[src/hdl/ntfs_rld_pkg.sv]
// ----------------------------------------------------------------------------
// ntfs_rld_pkg
// Shared types and constants of the run list decoder: request and result
// layouts, result kinds and decoder phases.
// ----------------------------------------------------------------------------
`default_nettype none

package ntfs_rld_pkg;

    // request opcodes
    localparam logic OP_START = 1'b0;
    localparam logic OP_BYTE  = 1'b1;

    // size nibble limit and sign bit of a delta byte
    localparam logic [3:0]  SIZE_MAX     = 4'd8;
    localparam logic [7:0]  SIGN_BIT     = 8'h80;
    localparam logic [13:0] LIMIT_RESET  = 14'd10000;
    localparam logic [14:0] EMITTED_MAX  = 15'h7FFF;

    typedef enum logic [1:0] {
        K_RANGE     = 2'd0,
        K_END       = 2'd1,
        K_MALFORMED = 2'd2,
        K_TRUNCATED = 2'd3
    } t_kind;

    typedef enum logic [1:0] {
        PH_HEADER  = 2'd0,
        PH_LENGTH  = 2'd1,
        PH_OFFSET  = 2'd2,
        PH_STOPPED = 2'd3
    } t_phase;

    typedef struct packed {
        logic       op;
        logic [7:0] data_byte;
        logic       last;
    } t_rld_in;

    typedef struct packed {
        t_kind        kind;
        logic [62:0]  run_start;
        logic [63:0]  run_count;
        logic         final_res;
    } t_rld_out;

endpackage

`default_nettype wire

[src/hdl/ntfs_rld_in_stage.sv]
// ----------------------------------------------------------------------------
// ntfs_rld_in_stage
// Input register: holds one request until the decoder core takes it.
// ----------------------------------------------------------------------------
`default_nettype none

module ntfs_rld_in_stage (
    input  wire                    i_clk,
    input  wire                    i_rst_n,
    input  wire                    i_in_valid,
    output logic                   o_in_stall,
    input  ntfs_rld_pkg::t_rld_in  i_in,
    input  wire                    i_take,
    output logic                   o_valid,
    output ntfs_rld_pkg::t_rld_in  o_item
);
    import ntfs_rld_pkg::*;

    logic    r_valid;
    t_rld_in r_item;

    // stall only while a held request cannot move on this cycle
    assign o_in_stall = r_valid && !i_take;
    assign o_valid    = r_valid;
    assign o_item     = r_item;

    // valid flag
    always_ff @(posedge i_clk) begin
        if (!i_rst_n) begin
            r_valid <= 1'b0;
        end else if (!o_in_stall) begin
            r_valid <= i_in_valid;
        end
    end

    // payload
    always_ff @(posedge i_clk) begin
        if (!o_in_stall && i_in_valid) begin
            r_item <= i_in;
        end
    end

endmodule

`default_nettype wire

[src/hdl/ntfs_rld_core.sv]
// ----------------------------------------------------------------------------
// ntfs_rld_core
// Run list state and the per-byte decode: header check, length and delta
// gathering, cluster accumulation and range emission.
// ----------------------------------------------------------------------------
`default_nettype none

module ntfs_rld_core (
    input  wire                    i_clk,
    input  wire                    i_rst_n,
    input  wire                    i_cfg_we,
    input  wire  [13:0]            i_cfg_wdata,
    input  wire                    i_fire,
    input  ntfs_rld_pkg::t_rld_in  i_item,
    output logic                   o_res_valid,
    output ntfs_rld_pkg::t_rld_out o_res
);
    import ntfs_rld_pkg::*;

    logic [13:0] r_limit;
    t_phase      r_phase, n_phase;
    logic [3:0]  r_len_size, n_len_size;
    logic [3:0]  r_off_size, n_off_size;
    logic [2:0]  r_pos, n_pos;
    logic [63:0] r_run_length, n_run_length;
    logic [63:0] r_delta, n_delta;
    logic [63:0] r_cluster, n_cluster;
    logic [14:0] r_count, n_count;

    logic [7:0]  b;
    logic [3:0]  hdr_ls, hdr_os;
    logic        hdr_zero, hdr_bad;
    logic [2:0]  pos_inc;
    logic        len_done, off_done, ext_sign;
    logic [63:0] len_merged, delta_merged, delta_ext;
    logic [63:0] fin_delta, fin_length, cluster_sum;
    logic        emit, over, is_byte;
    logic [14:0] count_next;
    logic        do_finish;
    t_kind       res_kind;
    logic        res_fin;

    // header fields and field progress
    assign b        = i_item.data_byte;
    assign is_byte  = (i_item.op == OP_BYTE);
    assign hdr_ls   = b[3:0];
    assign hdr_os   = b[7:4];
    assign hdr_zero = (b == 8'd0);
    assign hdr_bad  = (hdr_ls == 4'd0) || (hdr_ls > SIZE_MAX) || (hdr_os > SIZE_MAX);
    assign pos_inc  = r_pos + 3'd1;
    assign len_done = (pos_inc == r_len_size[2:0]);
    assign off_done = (pos_inc == r_off_size[2:0]);
    assign ext_sign = ((b & SIGN_BIT) != 8'd0) && (r_off_size < SIZE_MAX);

    // byte lane insert and sign extension of the delta
    always_comb begin
        len_merged   = r_run_length;
        delta_merged = r_delta;
        for (int i = 0; i < 8; i++) begin
            if (r_pos == 3'(i)) begin
                len_merged[i*8 +: 8]   = b;
                delta_merged[i*8 +: 8] = b;
            end
        end
        delta_ext = delta_merged;
        for (int i = 0; i < 8; i++) begin
            if (ext_sign && (4'(i) >= r_off_size)) begin
                delta_ext[i*8 +: 8] = 8'hFF;
            end
        end
    end

    // run completion: cluster update, emission and limit check
    assign fin_delta   = (r_phase == PH_OFFSET) ? delta_ext : r_delta;
    assign fin_length  = (r_phase == PH_LENGTH) ? len_merged : r_run_length;
    assign cluster_sum = r_cluster + fin_delta;
    assign emit        = (r_off_size != 4'd0) && !cluster_sum[63] && (cluster_sum != 64'd0);
    assign count_next  = (emit && (r_count != EMITTED_MAX)) ? r_count + 15'd1 : r_count;
    assign over        = (count_next > {1'b0, r_limit});
    assign do_finish   = is_byte && (((r_phase == PH_LENGTH) && len_done
                                      && (r_off_size == 4'd0))
                                     || ((r_phase == PH_OFFSET) && off_done));

    // result of the current request
    always_comb begin
        o_res_valid = 1'b0;
        res_kind    = K_END;
        res_fin     = 1'b0;
        if (is_byte) begin
            unique case (r_phase)
                PH_HEADER: begin
                    if (hdr_zero) begin
                        o_res_valid = 1'b1;
                        res_kind    = K_END;
                        res_fin     = 1'b1;
                    end else if (hdr_bad) begin
                        o_res_valid = 1'b1;
                        res_kind    = K_MALFORMED;
                        res_fin     = 1'b1;
                    end else if (i_item.last) begin
                        o_res_valid = 1'b1;
                        res_kind    = K_TRUNCATED;
                        res_fin     = 1'b1;
                    end
                end
                PH_LENGTH, PH_OFFSET: begin
                    if (do_finish) begin
                        if (emit) begin
                            o_res_valid = 1'b1;
                            res_kind    = K_RANGE;
                            res_fin     = i_item.last || over;
                        end else if (i_item.last || over) begin
                            o_res_valid = 1'b1;
                            res_kind    = K_END;
                            res_fin     = 1'b1;
                        end
                    end else if (i_item.last) begin
                        o_res_valid = 1'b1;
                        res_kind    = K_TRUNCATED;
                        res_fin     = 1'b1;
                    end
                end
                PH_STOPPED: begin
                    o_res_valid = 1'b0;
                end
                default: begin
                    o_res_valid = 1'b0;
                end
            endcase
        end
        o_res.kind      = res_kind;
        o_res.run_start = (res_kind == K_RANGE) ? cluster_sum[62:0] : 63'd0;
        o_res.run_count = (res_kind == K_RANGE) ? fin_length : 64'd0;
        o_res.final_res = res_fin;
    end

    // next phase
    always_comb begin
        n_phase = r_phase;
        if (i_fire) begin
            if (!is_byte) begin
                n_phase = PH_HEADER;
            end else if (o_res_valid && res_fin) begin
                n_phase = PH_STOPPED;
            end else begin
                unique case (r_phase)
                    PH_HEADER:  n_phase = PH_LENGTH;
                    PH_LENGTH: begin
                        if (len_done) begin
                            n_phase = (r_off_size == 4'd0) ? PH_HEADER : PH_OFFSET;
                        end
                    end
                    PH_OFFSET: begin
                        if (off_done) begin
                            n_phase = PH_HEADER;
                        end
                    end
                    PH_STOPPED: n_phase = PH_STOPPED;
                    default:    n_phase = PH_STOPPED;
                endcase
            end
        end
    end

    // run fields and counters
    always_comb begin
        n_len_size   = r_len_size;
        n_off_size   = r_off_size;
        n_pos        = r_pos;
        n_run_length = r_run_length;
        n_delta      = r_delta;
        n_cluster    = r_cluster;
        n_count      = r_count;
        if (i_fire) begin
            if (!is_byte) begin
                n_len_size   = 4'd0;
                n_off_size   = 4'd0;
                n_pos        = 3'd0;
                n_run_length = 64'd0;
                n_delta      = 64'd0;
                n_cluster    = 64'd0;
                n_count      = 15'd0;
            end else begin
                unique case (r_phase)
                    PH_HEADER: begin
                        if (!hdr_zero && !hdr_bad && !i_item.last) begin
                            n_len_size   = hdr_ls;
                            n_off_size   = hdr_os;
                            n_pos        = 3'd0;
                            n_run_length = 64'd0;
                            n_delta      = 64'd0;
                        end
                    end
                    PH_LENGTH: begin
                        n_run_length = len_merged;
                        n_pos        = len_done ? 3'd0 : pos_inc;
                    end
                    PH_OFFSET: begin
                        n_delta = off_done ? delta_ext : delta_merged;
                        n_pos   = off_done ? 3'd0 : pos_inc;
                    end
                    PH_STOPPED: begin
                        n_pos = r_pos;
                    end
                    default: begin
                        n_pos = r_pos;
                    end
                endcase
                if (do_finish) begin
                    n_cluster = cluster_sum;
                    n_count   = count_next;
                end
            end
        end
    end

    // state registers
    always_ff @(posedge i_clk) begin
        if (!i_rst_n) begin
            r_phase      <= PH_HEADER;
            r_len_size   <= 4'd0;
            r_off_size   <= 4'd0;
            r_pos        <= 3'd0;
            r_run_length <= 64'd0;
            r_delta      <= 64'd0;
            r_cluster    <= 64'd0;
            r_count      <= 15'd0;
        end else begin
            r_phase      <= n_phase;
            r_len_size   <= n_len_size;
            r_off_size   <= n_off_size;
            r_pos        <= n_pos;
            r_run_length <= n_run_length;
            r_delta      <= n_delta;
            r_cluster    <= n_cluster;
            r_count      <= n_count;
        end
    end

    // range limit register
    always_ff @(posedge i_clk) begin
        if (!i_rst_n) begin
            r_limit <= LIMIT_RESET;
        end else if (i_cfg_we) begin
            r_limit <= i_cfg_wdata;
        end
    end

    // a final result always parks the decoder
    a_final_stops: assert property (@(posedge i_clk) disable iff (!i_rst_n)
        (i_fire && o_res_valid && res_fin) |=> (r_phase == PH_STOPPED))
        else $error("final result did not stop the list");

    // a stopped list stays silent
    a_stopped_quiet: assert property (@(posedge i_clk) disable iff (!i_rst_n)
        (r_phase == PH_STOPPED) |-> !o_res_valid)
        else $error("result from a stopped list");

    // byte position stays inside the length field
    a_len_pos: assert property (@(posedge i_clk) disable iff (!i_rst_n)
        (r_phase == PH_LENGTH) |-> ({1'b0, r_pos} < r_len_size))
        else $error("length byte position out of range");

    // byte position stays inside the delta field
    a_off_pos: assert property (@(posedge i_clk) disable iff (!i_rst_n)
        (r_phase == PH_OFFSET) |-> ({1'b0, r_pos} < r_off_size))
        else $error("delta byte position out of range");

    // an emitted range never starts at cluster zero
    a_range_start: assert property (@(posedge i_clk) disable iff (!i_rst_n)
        (o_res_valid && (res_kind == K_RANGE)) |-> (o_res.run_start != 63'd0))
        else $error("range with zero start");

endmodule

`default_nettype wire

[src/hdl/ntfs_rld_out_stage.sv]
// ----------------------------------------------------------------------------
// ntfs_rld_out_stage
// Result register: holds one result until the receiver takes it.
// ----------------------------------------------------------------------------
`default_nettype none

module ntfs_rld_out_stage (
    input  wire                     i_clk,
    input  wire                     i_rst_n,
    input  wire                     i_load,
    input  ntfs_rld_pkg::t_rld_out  i_res,
    output logic                    o_ready,
    output logic                    o_out_valid,
    input  wire                     i_out_stall,
    output ntfs_rld_pkg::t_rld_out  o_out
);
    import ntfs_rld_pkg::*;

    logic     r_valid;
    t_rld_out r_res;

    // free when empty or when the held result leaves this cycle
    assign o_ready     = !r_valid || !i_out_stall;
    assign o_out_valid = r_valid;
    assign o_out       = r_res;

    // valid flag
    always_ff @(posedge i_clk) begin
        if (!i_rst_n) begin
            r_valid <= 1'b0;
        end else if (o_ready) begin
            r_valid <= i_load;
        end
    end

    // payload
    always_ff @(posedge i_clk) begin
        if (o_ready && i_load) begin
            r_res <= i_res;
        end
    end

endmodule

`default_nettype wire

[src/hdl/ntfs_run_list_decoder_unit.sv]
// ----------------------------------------------------------------------------
// ntfs_run_list_decoder_unit
// NTFS data run list decoder, one run list byte per request.
// ----------------------------------------------------------------------------
// Usage:
//   Input channel (i_in_valid / o_in_stall / i_in): op 0 starts a new list,
//   op 1 delivers one run list byte, last marks the attribute's final byte.
//   Output channel (o_out_valid / i_out_stall / o_out): cluster ranges and
//   end, malformed and truncated markers; final_res closes the list, after
//   which bytes are dropped silently until the next start.
//   Configuration: i_cfg_we writes i_cfg_wdata into the range limit; write
//   only while the decoder is idle.
//   Path: a request waits in the input register, is decoded, and its result
//   is presented from the result register until the receiver takes it.
//   Throughput: one request per cycle while the receiver does not stall;
//   the decode path between the two registers is a byte lane insert and
//   one 64-bit cluster add.
//   Stall: while the receiver stalls a held result, the result register is
//   full and the input side stalls once its register holds a request.
//   Reset: synchronous, active low; empties both registers, clears the list
//   state and loads the range limit with 10000.
// ----------------------------------------------------------------------------
`default_nettype none

module ntfs_run_list_decoder_unit (
    input  wire                     i_clk,
    input  wire                     i_rst_n,
    input  wire                     i_in_valid,
    output logic                    o_in_stall,
    input  ntfs_rld_pkg::t_rld_in   i_in,
    output logic                    o_out_valid,
    input  wire                     i_out_stall,
    output ntfs_rld_pkg::t_rld_out  o_out,
    input  wire                     i_cfg_we,
    input  wire  [13:0]             i_cfg_wdata
);
    import ntfs_rld_pkg::*;

    logic     item_valid;
    t_rld_in  item;
    logic     out_ready;
    logic     fire;
    logic     res_valid;
    t_rld_out res;

    // a held request is decoded when the result register has room
    assign fire = item_valid && out_ready;

    ntfs_rld_in_stage u_in (
        .i_clk      (i_clk),
        .i_rst_n    (i_rst_n),
        .i_in_valid (i_in_valid),
        .o_in_stall (o_in_stall),
        .i_in       (i_in),
        .i_take     (fire),
        .o_valid    (item_valid),
        .o_item     (item)
    );

    ntfs_rld_core u_core (
        .i_clk       (i_clk),
        .i_rst_n     (i_rst_n),
        .i_cfg_we    (i_cfg_we),
        .i_cfg_wdata (i_cfg_wdata),
        .i_fire      (fire),
        .i_item      (item),
        .o_res_valid (res_valid),
        .o_res       (res)
    );

    ntfs_rld_out_stage u_out (
        .i_clk       (i_clk),
        .i_rst_n     (i_rst_n),
        .i_load      (fire && res_valid),
        .i_res       (res),
        .o_ready     (out_ready),
        .o_out_valid (o_out_valid),
        .i_out_stall (i_out_stall),
        .o_out       (o_out)
    );

endmodule

`default_nettype wire
[config.mk]
export PLATFORM = sky130hd
export DESIGN_NAME = ntfs_run_list_decoder_unit
export DESIGN_NICKNAME = d
export VERILOG_FILES = /design/src/hdl/ntfs_rld_pkg.sv /design/src/hdl/ntfs_rld_in_stage.sv /design/src/hdl/ntfs_rld_core.sv /design/src/hdl/ntfs_rld_out_stage.sv /design/src/hdl/ntfs_run_list_decoder_unit.sv
export SDC_FILE = /design/constraint.sdc
export NUM_CORES = 1
export LEC_CHECK = 0
export BUFFER_PORTS_ARGS = -buffer_cell sky130_fd_sc_hd__buf_2
export CAP_MARGIN = 15
export CORE_MARGIN = 3
export CORE_UTILIZATION = 40
export CTS_BUF_LIST = sky130_fd_sc_hd__clkbuf_2 sky130_fd_sc_hd__clkbuf_4 sky130_fd_sc_hd__clkbuf_8
export DETAILED_ROUTE_END_ITERATION = 6
export SLEW_MARGIN = 20
export SYNTH_ARGS = -nofsm -noshare
export SYNTH_HDL_FRONTEND = slang
export SYNTH_SLANG_ARGS = --single-unit
[constraint.sdc]
create_clock -name i_clk -period 11.05 [get_ports i_clk]
set_input_delay 1.6575 -clock i_clk [delete_from_list [all_inputs] [get_ports i_clk]]
set_output_delay 1.6575 -clock i_clk [all_outputs]
set_load 0.02 [all_outputs]
* Yosys cells after proc, flatten, opt, wreduce, memory -nomap -nowiden *
Index checks and enable logic that the tools add are counted.

cells by class
  add/subtract/negate cells = 3
  $lt $le $gt $ge = 12
  eq/ne operators = 22
  mux-type cells = 73
  reduce and logical (&&, ||, !) cells = 52

operators with widths
  cell                     number
  $mux W64                 8
  $pmux W64 S2             2
  $mux W8                  24
  $add A64 B64 Y64         1
  $reduce_bool A64 Y1      1
  $mux W15                 3
  $logic_and A1 B1 Y1      24
  $mux W3                  7
  $mux W2                  10
  $ge A3 B4 Y1 const A     4
  $add A15 B1 Y15 const B  1
  $gt A15 B14 Y1           1
  $ne A15 B15 Y1 const B   1
  $reduce_and A3 Y1        5
  $eq A3 B3 Y1 const B     4
  $mux W4                  3
  $mux W1                  11
  $pmux W3 S3              1
  $ge A1 B4 Y1 const A     2
  $ge A2 B4 Y1 const A     2
  $gt A4 B4 Y1 const B     2
  $logic_not A1 Y1         8
  $logic_not A4 Y1         2
  $logic_not A8 Y1         1
  other kinds (22)         34

word-level totals
  register bits = 375
  input port bits = 29
  output and inout port bits = 132

* Longest topological paths before layout *
Gate-level depths: netlist of run 1.

  depth in word-level cells = 21
  gate-level depth with buffers = 36

* Cells and area by module *
A second synthesis of run 1 with hierarchy kept.

unflattened totals
  cell total of the unflattened synthesis = 2464
  area total of the unflattened synthesis = 22006.1 um^2

by module, submodules not included
  module                      instances  cells an instance  area an instance (um^2)  sequential area each (um^2)
  ntfs_rld_core               1          2313               17700.7                  4664.5
  ntfs_rld_out_stage          1          135                3945.0                   3923.8
  ntfs_rld_in_stage           1          14                 347.8                    320.3
  ntfs_run_list_decoder_unit  1          2                  12.5                     0.0

* Least setup slack after synthesis of run 1 *
Ideal clock, no wire load.

  kind = register to register
  start = reg u_in.r_item (netlist bit u_in.o_item[8])
  end = reg u_out.r_res (netlist bit u_out.o_out[0]), enable pin
  data arrival time = 9.786 ns
  slack = 0.781 ns
  cell stages (with the launch flop) = 36
  buffers on the path = 2
  period minus slack after synthesis = 10.269 ns
  path through = edfxtp_1 clkbuf_1 nand2b_1 or2_2 or3_1 a21boi_1 o22a_1 ha_1 inv_1 fa_1 nand2b_1 a21o_1 or3_1 a211oi_2 o2111ai_1 a311oi_2 o21a_1 o21ai_1 or4_1 nor4_4 nor3_2 clkbuf_1 mux2_2 ha_1 nor2b_1 o21a_1 o21a_1 o21ai_0 nand2b_1 a21oi_1 o2111ai_1 a211o_1 a21oi_1 o41ai_1 nand2_1 inv_1

between the ends
  longest elaborated chain between the ends = 19

ends and longest elaborated chain
  item                                                                       line                              text
  from (decl)                                                                ntfs_rld_in_stage.sv:20           t_rld_in r_item;
  from (signal assigned)                                                     ntfs_rld_in_stage.sv:39           r_item <= i_in;
  parallel branches: the longest is 15 deep, another holds $add A64 B64 Y64  --
  $pmux W1 S3 (*)                                                            ntfs_rld_core.sv:90               unique case (r_phase)
  $mux W1 (*)                                                                ntfs_rld_core.sv:89               if (is_byte) begin
  $logic_and A1 B1 Y1 (*)                                                    ntfs_run_list_decoder_unit.sv:74  .i_load (fire && res_valid),
  $logic_and A1 B1 Y1 (*)                                                    ntfs_rld_out_stage.sv:38          if (o_ready && i_load) begin
  to (signal assigned)                                                       ntfs_rld_out_stage.sv:39          r_res <= i_res;
  to (decl)                                                                  ntfs_rld_out_stage.sv:20          t_rld_out r_res;

Every way passes the cells marked *.
A chain may end at the register's enable or synchronous reset.

* Final worst setup path of run 1 *
  start = reg u_in.r_item (netlist bit u_in.o_item[8])
  end = reg u_out.r_res (netlist bit u_out.o_out[93]), enable pin

The elaborated chain is that of the path after synthesis.

==> results of run 1 <==
tightest hold or removal path: cells and delay by family (launching register included):
family	cells	cell delay [ns]
flops	1	0.32
compound gates	1	0.06
simple gates	1	0.05
routing by layer:
layer  share of wire [%]  vias up  track usage, %
li1                    -     9307               -
met1                  44     9613            35.1
met2                  46      724            42.7
met3                 5.9      137            3.19
met4                 3.3        0            9.82
met5                   0        -               0
flip-flops by register name, indices dropped and copies added, names as in the netlist:
| name | flops |
|---|---|
| u_core.r_cluster | 64 |
| u_out.o_out | 130 |
| u_core.r_delta | 64 |
| u_in.o_item | 10 |
| u_core.r_limit | 14 |
| u_core.r_off_size | 4 |
| u_core.r_pos | 3 |
| u_in.o_valid | 1 |
| u_out.o_out_valid | 1 |
| u_core.r_len_size | 3 |
| u_core.r_run_length | 64 |
| u_core.r_phase | 2 |
| u_core.r_count | 15 |
final cells by class:
cell class	instances	area [um^2]	area share, %
repair buffers	196	1090	4.47
clock inverters	27	298	1.22
flip-flops and latches	375	8910	36.5
inverters	58	223	0.914
well taps	688	861	3.53
multi-input cells	1909	11800	48.4
clock buffers	95	1210	4.95
placed cells by master (no fill, tap or decap), types with 8 or more instances in the layout:
master | synthesis | routed
clkbuf_8 | 0 | 79
ha_1 | 92 | 91
a21boi_0 | 11 | 11
o22a_1 | 31 | 31
mux2i_1 | 27 | 27
o211a_1 | 58 | 58
a21o_1 | 22 | 22
nand2_1 | 310 | 309
nor4_1 | 13 | 13
clkbuf_4 | 0 | 16
nor3_1 | 32 | 30
o21ai_1 | 15 | 14
nand2b_1 | 13 | 13
xor2_1 | 31 | 31
nand3_1 | 94 | 94
or2_2 | 8 | 8
a22oi_1 | 88 | 88
clkinv_2 | 0 | 11
and2_1 | 61 | 60
a21oi_1 | 203 | 203
and3_1 | 21 | 21
nand4_1 | 39 | 39
edfxtp_1 | 140 | 140
o21ai_0 | 166 | 166
nor2b_1 | 122 | 122
nor2_1 | 200 | 199
buf_4 | 0 | 35
o211ai_1 | 21 | 21
xnor2_1 | 44 | 44
o31ai_1 | 9 | 9
o21bai_1 | 13 | 13
a31oi_1 | 26 | 26
inv_1 | 57 | 56
dfxtp_1 | 235 | 235
buf_2 | 12 | 159
or3_1 | 9 | 9
o21a_1 | 24 | 24
where the power goes:
part	internal [W]	switching, W	leakage, nW
combinational	0.0000715	0.000187	5.35
sequential	0.00146	0.0000138	3.07
clock	0.000852	0.000613	0.793
per-stage QoR:
stage / instances / hold slack (ns) / setup WS, ns / utilization (%) / total power, W
2_1_floorplan: 2507 / 0.453 / 0.781 / - / 0.00167
3_3_place_gp: 3226 / 0.472 / 0.975 / 43.2 / 0.00176
3_5_place_dp: 3226 / 0.478 / 0.981 / 43.2 / 0.00176
4_1_cts: 3348 / 0.486 / 0.910 / 46.0 / 0.00322
5_1_grt: 3348 / 0.512 / 0.306 / 46.0 / 0.00330
6_report: 3348 / 0.480 / 0.789 / 46.0 / 0.00319
worst max-delay path by stage:
| stage | start | end | slack (ns) | cells after the start |
|---|---|---|---|---|
| 2_1_floorplan | u_in.o_item[8] | u_out.o_out[0] | 0.78 | 35 |
| 3_3_place_gp | u_in.o_item[8] | u_out.o_out[90] | 0.98 | 33 |
| 3_5_place_dp | u_in.o_item[8] | u_out.o_out[88] | 0.98 | 33 |
| 4_1_cts | u_in.o_item[8] | u_out.o_out[94] | 0.91 | 33 |
| 5_1_grt | u_in.o_item[8] | u_out.o_out[109] | 0.31 | 33 |
| 6_report | u_in.o_item[8] | u_out.o_out[93] | 0.79 | 33 |
cells by family (layout without fill, tap and decap cells):
logic type | after synthesis | in the layout | synth area share, %
flip-flops | 375 | 375 | 41.3
AO/OA/AOI/OAI | 766 | 766 | 23.6
buffers and inverters | 223 | 376 | 4.16
multiplexers | 28 | 28 | 1.31
adder cells (fa/ha/maj) | 93 | 93 | 5.43
XOR/XNOR | 75 | 75 | 3.05
AND/OR/NAND/NOR | 947 | 947 | 21.2
==> flow_summary.ini, run 1 <==
[status]
status = complete, no violations

[synthesis]
ys_warn_count = 0
yosysSeqAreaShare_pct = 41.3
syn_area_mm2 = 0.0216
yosys-top-cells-count = nand2_1, dfxtp_1, a21oi_1
synth_edf_count = 140
avgSynthCellArea_um2 = 8.60
yosysTopAreaCell = dfxtp_1
synthTopCellsByArea = dfxtp_1, edfxtp_1, nand2_1, ha_1, a21oi_1
synth.most_common_cell = nand2_1
syn-num-nets = 2629
yosys_register_bits = 375
synthCells = 2507
synth_top_area_share_pct = 21.8
ys_types = 81
async_flop_share_pct = 0
synth_ff_type = dfxtp_1

[global_route]
grt_pass1_vias = 19156
grt_max_degree = 129
grt_pass1_wl_um = 115000
gr-total-overflow = 0
track_usage_pct = 25.9
grt_antenna_before_repair = 0

[worst_setup_path]
max_stage_delay_ns = 0.83
crit_type = reg2reg
cp.arrival_ns = 10.59
r2r.worst_path.cells = 33
r2r_end = u_out.o_out[93]
cp_max_fo = 49
reg2reg_setup_slack_ns = 0.79
start_kind = flip-flop
cp_num_buf_inv = 3
cp-end-kind = flip-flop
cp_data_required_time_ns = 11.38
cp_slowest_cell = nor4_1
rr_startpoint = u_in.o_item[8]
critical_path.top_delay_family = simple AND/OR/NAND/NOR gates

[floorplanning]
die_area_mm2 = 0.0567
fp-row-count = 84
die_w_um = 238
fp.coreArea_mm2 = 0.0530
io_pins = 161
die_h_um = 238
floorplan.initialDensity_pct = 40.7

[clock_network]
path_clk_slew_ns = 0.07
cts_tree = done
clock-root-buffer = clkbuf_8
cts_setup_buffers = 0
cts_resized = 0
cts_buffers = 67
clk-insertion-delay-late_ns = 0.64
clock_sinks = 375
cts_hold_buf = 0
cts_buffer_depth = 3
cts_max_level = 3

[sta]
skew_ns = 0.0427
setup_tns_ns = 0
maxSlewViolCount = 0
min_period_ns = 10.26
fmax_mhz = 97.5
worst_slew_pin_slew_ns = 1.07
timing.final.crit_share_pct = 92.9
rsz0062_at_grt = false
setup_viol = 0
slew_headroom_pct = 28.4
finalHoldViolCount = 0

[pwr]
worst_ir_drop_vdd_mv = 0.0670
leakage_nw = 9.22
power.density_mw_per_mm2 = 131

[layout]
postLayoutCellArea_mm2 = 0.0244
fin_nets = 2729
drive_gt1_share_pct = 13.2
n_antenna_cell = 0
areaGrowthSynthToFinish_pct = 13.1
fillers = 5259

[run]
max_cap_viol_count = 0

[place]
gp_congestion = 0.961
placed_cell_area_mm2 = 0.0229
port_buffers = 160
dp_hpwl_um = 55000

[detailed_routing]
dr.pass1.iters = 7
drt_iter0_drc = 1811
wl_um = 75500
viasPerCell = 5.91
drcViolationCount = 0
via_count = 19781
antenna_left = 0
post_drt_wl_per_cell_um = 22.6

[hold_path]
hp-start = u_core.r_len_size[1]
hold_class = reg2reg
holdPathStages = 2
hold_end = u_core.r_len_size[1]
No activity file was read; power rests on OpenSTA's default activity.
==> run 2: changes to the inputs <==
- clock period: 11.05 -> 13.1 ns (I/O delays scaled with it)
==> run 2 against run 1 <==
  * Flip-flop and latch count unchanged
  * Combinational power down 16%
  * Highest routed layer unchanged
  * Clock power down 16%
  * Hold slack better by 0.00070 ns
  * Fmax down 5.1%
  * Setup slack better by 1.5 ns
  * Final area down 0.23%
  * Power down 16%
  * Clock skew down 0.0050 ns
  * Via count up 0.92%
  * Clock-buffer cell count down 4
  * Critical path depth up 2
==> flow_summary.ini, run 2 (synthesized netlist as in run 1, its figures left out) <==
[detailed_routing]
dr.pass1.iters = 6
antenna_left = 0
wl_met1_um = 33600
drt_iter0_drc = 2062
post_drt_wl_per_cell_um = 22.6
wl_um = 75800
wl_met3_um = 4690
highest_layer = met4
drcViolationCount = 0
via_count = 19963
viasPerCell = 5.95
wl_met2_um = 34900

[layout]
fin_nets = 2728
areaGrowthSynthToFinish_pct = 12.8
final_cells = 3353
drive_gt1_share_pct = 12.8
postLayoutCoreUtil_pct = 45.9
final_common_cell = nand2_1
final_cell_mix = nand2_1, dfxtp_1, a21oi_1
largest_reg_flops = 130
postLayoutCellArea_mm2 = 0.0243

[sta]
timing.final.crit_share_pct = 82.5
worst_slew_pin_slew_ns = 1.13
finalHoldViolCount = 0
setup_tns_ns = 0
fmax_mhz = 92.5
min_period_ns = 10.81
maxSlewViolCount = 0
slew_headroom_pct = 24.3
rsz0062_at_grt = false
setup_viol = 0
skew_ns = 0.0377

[clock_network]
cts_hold_buf = 0
path_clk_slew_ns = 0.06
clock_sinks = 375
clk-insertion-delay-late_ns = 0.66
cts_setup_buffers = 0
clock-root-buffer = clkbuf_8
cts_resized = 0
cts_tree = done
cts_max_level = 3
cts_buffer_depth = 3
cts_buffers = 71

[worst_setup_path]
start_kind = flip-flop
cp_max_fo = 88
cp_data_required_time_ns = 13.37
cp-end-kind = flip-flop
cp_slowest_cell = edfxtp_1
cp.arrival_ns = 11.08
max_stage_delay_ns = 0.68
crit_type = reg2reg

[place]
dp_hpwl_um = 54000
placed_cell_area_mm2 = 0.0228
port_buffers = 160
dp.cells = 3221
gp_congestion = 1.01

[pwr]
worst_ir_drop_vdd_mv = 0.0666
power.density_mw_per_mm2 = 111
leakage_nw = 9.18

[global_route]
track_usage_pct = 26.0
grt_antenna_before_repair = 1
grt_pass1_vias = 19089
grt_pass1_wl_um = 115000
grt_max_degree = 109
gr-total-overflow = 0

[floorplanning]
die_h_um = 238
fp-row-count = 84
die_w_um = 238
die_area_mm2 = 0.0567
fp.coreArea_mm2 = 0.0530
floorplan.initialDensity_pct = 40.7
io_pins = 161

[status]
status = complete, no violations

[hold_path]
hold_class = reg2reg

[run]
max_cap_viol_count = 0
-- run 2: cell types whose count changed in the layout (fill, tap and decap cells not counted), moves of 2 or more --
cell / before / now
clkinv_2: 11 / 9
clkinv_1: 6 / 20
buf_4: 35 / 31
clkbuf_8: 79 / 74
-- run 2: area by class of cell --
type	instances	area, um^2
multi-input combinational	1909	11800
inverter	58	223
fill	5164	28600
clock buffer	91	1150
tap	688	861
timing repair buffer	191	1040
sequential	375	8910
antenna	1	2.50
clock inverter	40	353
-- run 2: path summary, 6_finish.rpt --
| path | startpoint | slack, ns | endpoint | cells after the start |
|---|---|---|---|---|
| max | u_in.o_item[8] | 2.29 | u_out.o_out[97] | 35 |
| min | u_core.r_len_size[2] | 0.48 | u_core.r_len_size[2] | 2 |
| min reg2reg | u_core.r_len_size[2] | 0.48 | u_core.r_len_size[2] | 2 |
| max reg2reg | u_in.o_item[8] | 2.29 | u_out.o_out[97] | 35 |
-- run 2: critical path: cells and delay by family (launching register included) --
family                   cells  cell delay, ns
adder cells (fa/ha/maj)      3            0.87
flip-flops                   1            0.68
multiplexers                 1            0.30
AND/OR/NAND/NOR             13            3.73
buffers and inverters        4            1.45
AO/OA/AOI/OAI               13            2.83
XOR/XNOR                     1            0.43
-- run 2: metrics by stage --
| step | total power (W) | hold WS, ns | worst slack, ns |
|---|---|---|---|
| 5_1_grt | 0.00278 | 0.494 | 1.60 |
| 3_3_place_gp | 0.00148 | 0.470 | 2.49 |
| 4_1_cts | 0.00271 | 0.482 | 2.39 |
| 3_5_place_dp | 0.00148 | 0.473 | 2.47 |
| 6_report | 0.00269 | 0.480 | 2.29 |
| 2_1_floorplan | 0.00141 | 0.453 | 2.83 |
-- run 2: power breakdown --
group | internal (W) | leakage, nW | switching, W | total, W
clock network | 0.000698 | 0.786 | 0.000532 | 0.00123
registers | 0.00123 | 3.07 | 0.0000101 | 0.00124
logic | 0.0000590 | 5.32 | 0.000159 | 0.000218
-- run 2: metal layers --
layer | vias up | track usage [%]
met4 | 0 | 9.95
met2 | 858 | 42.5
met3 | 164 | 3.76
met5 | - | 0
met1 | 9633 | 35.0
li1 | 9308 | -
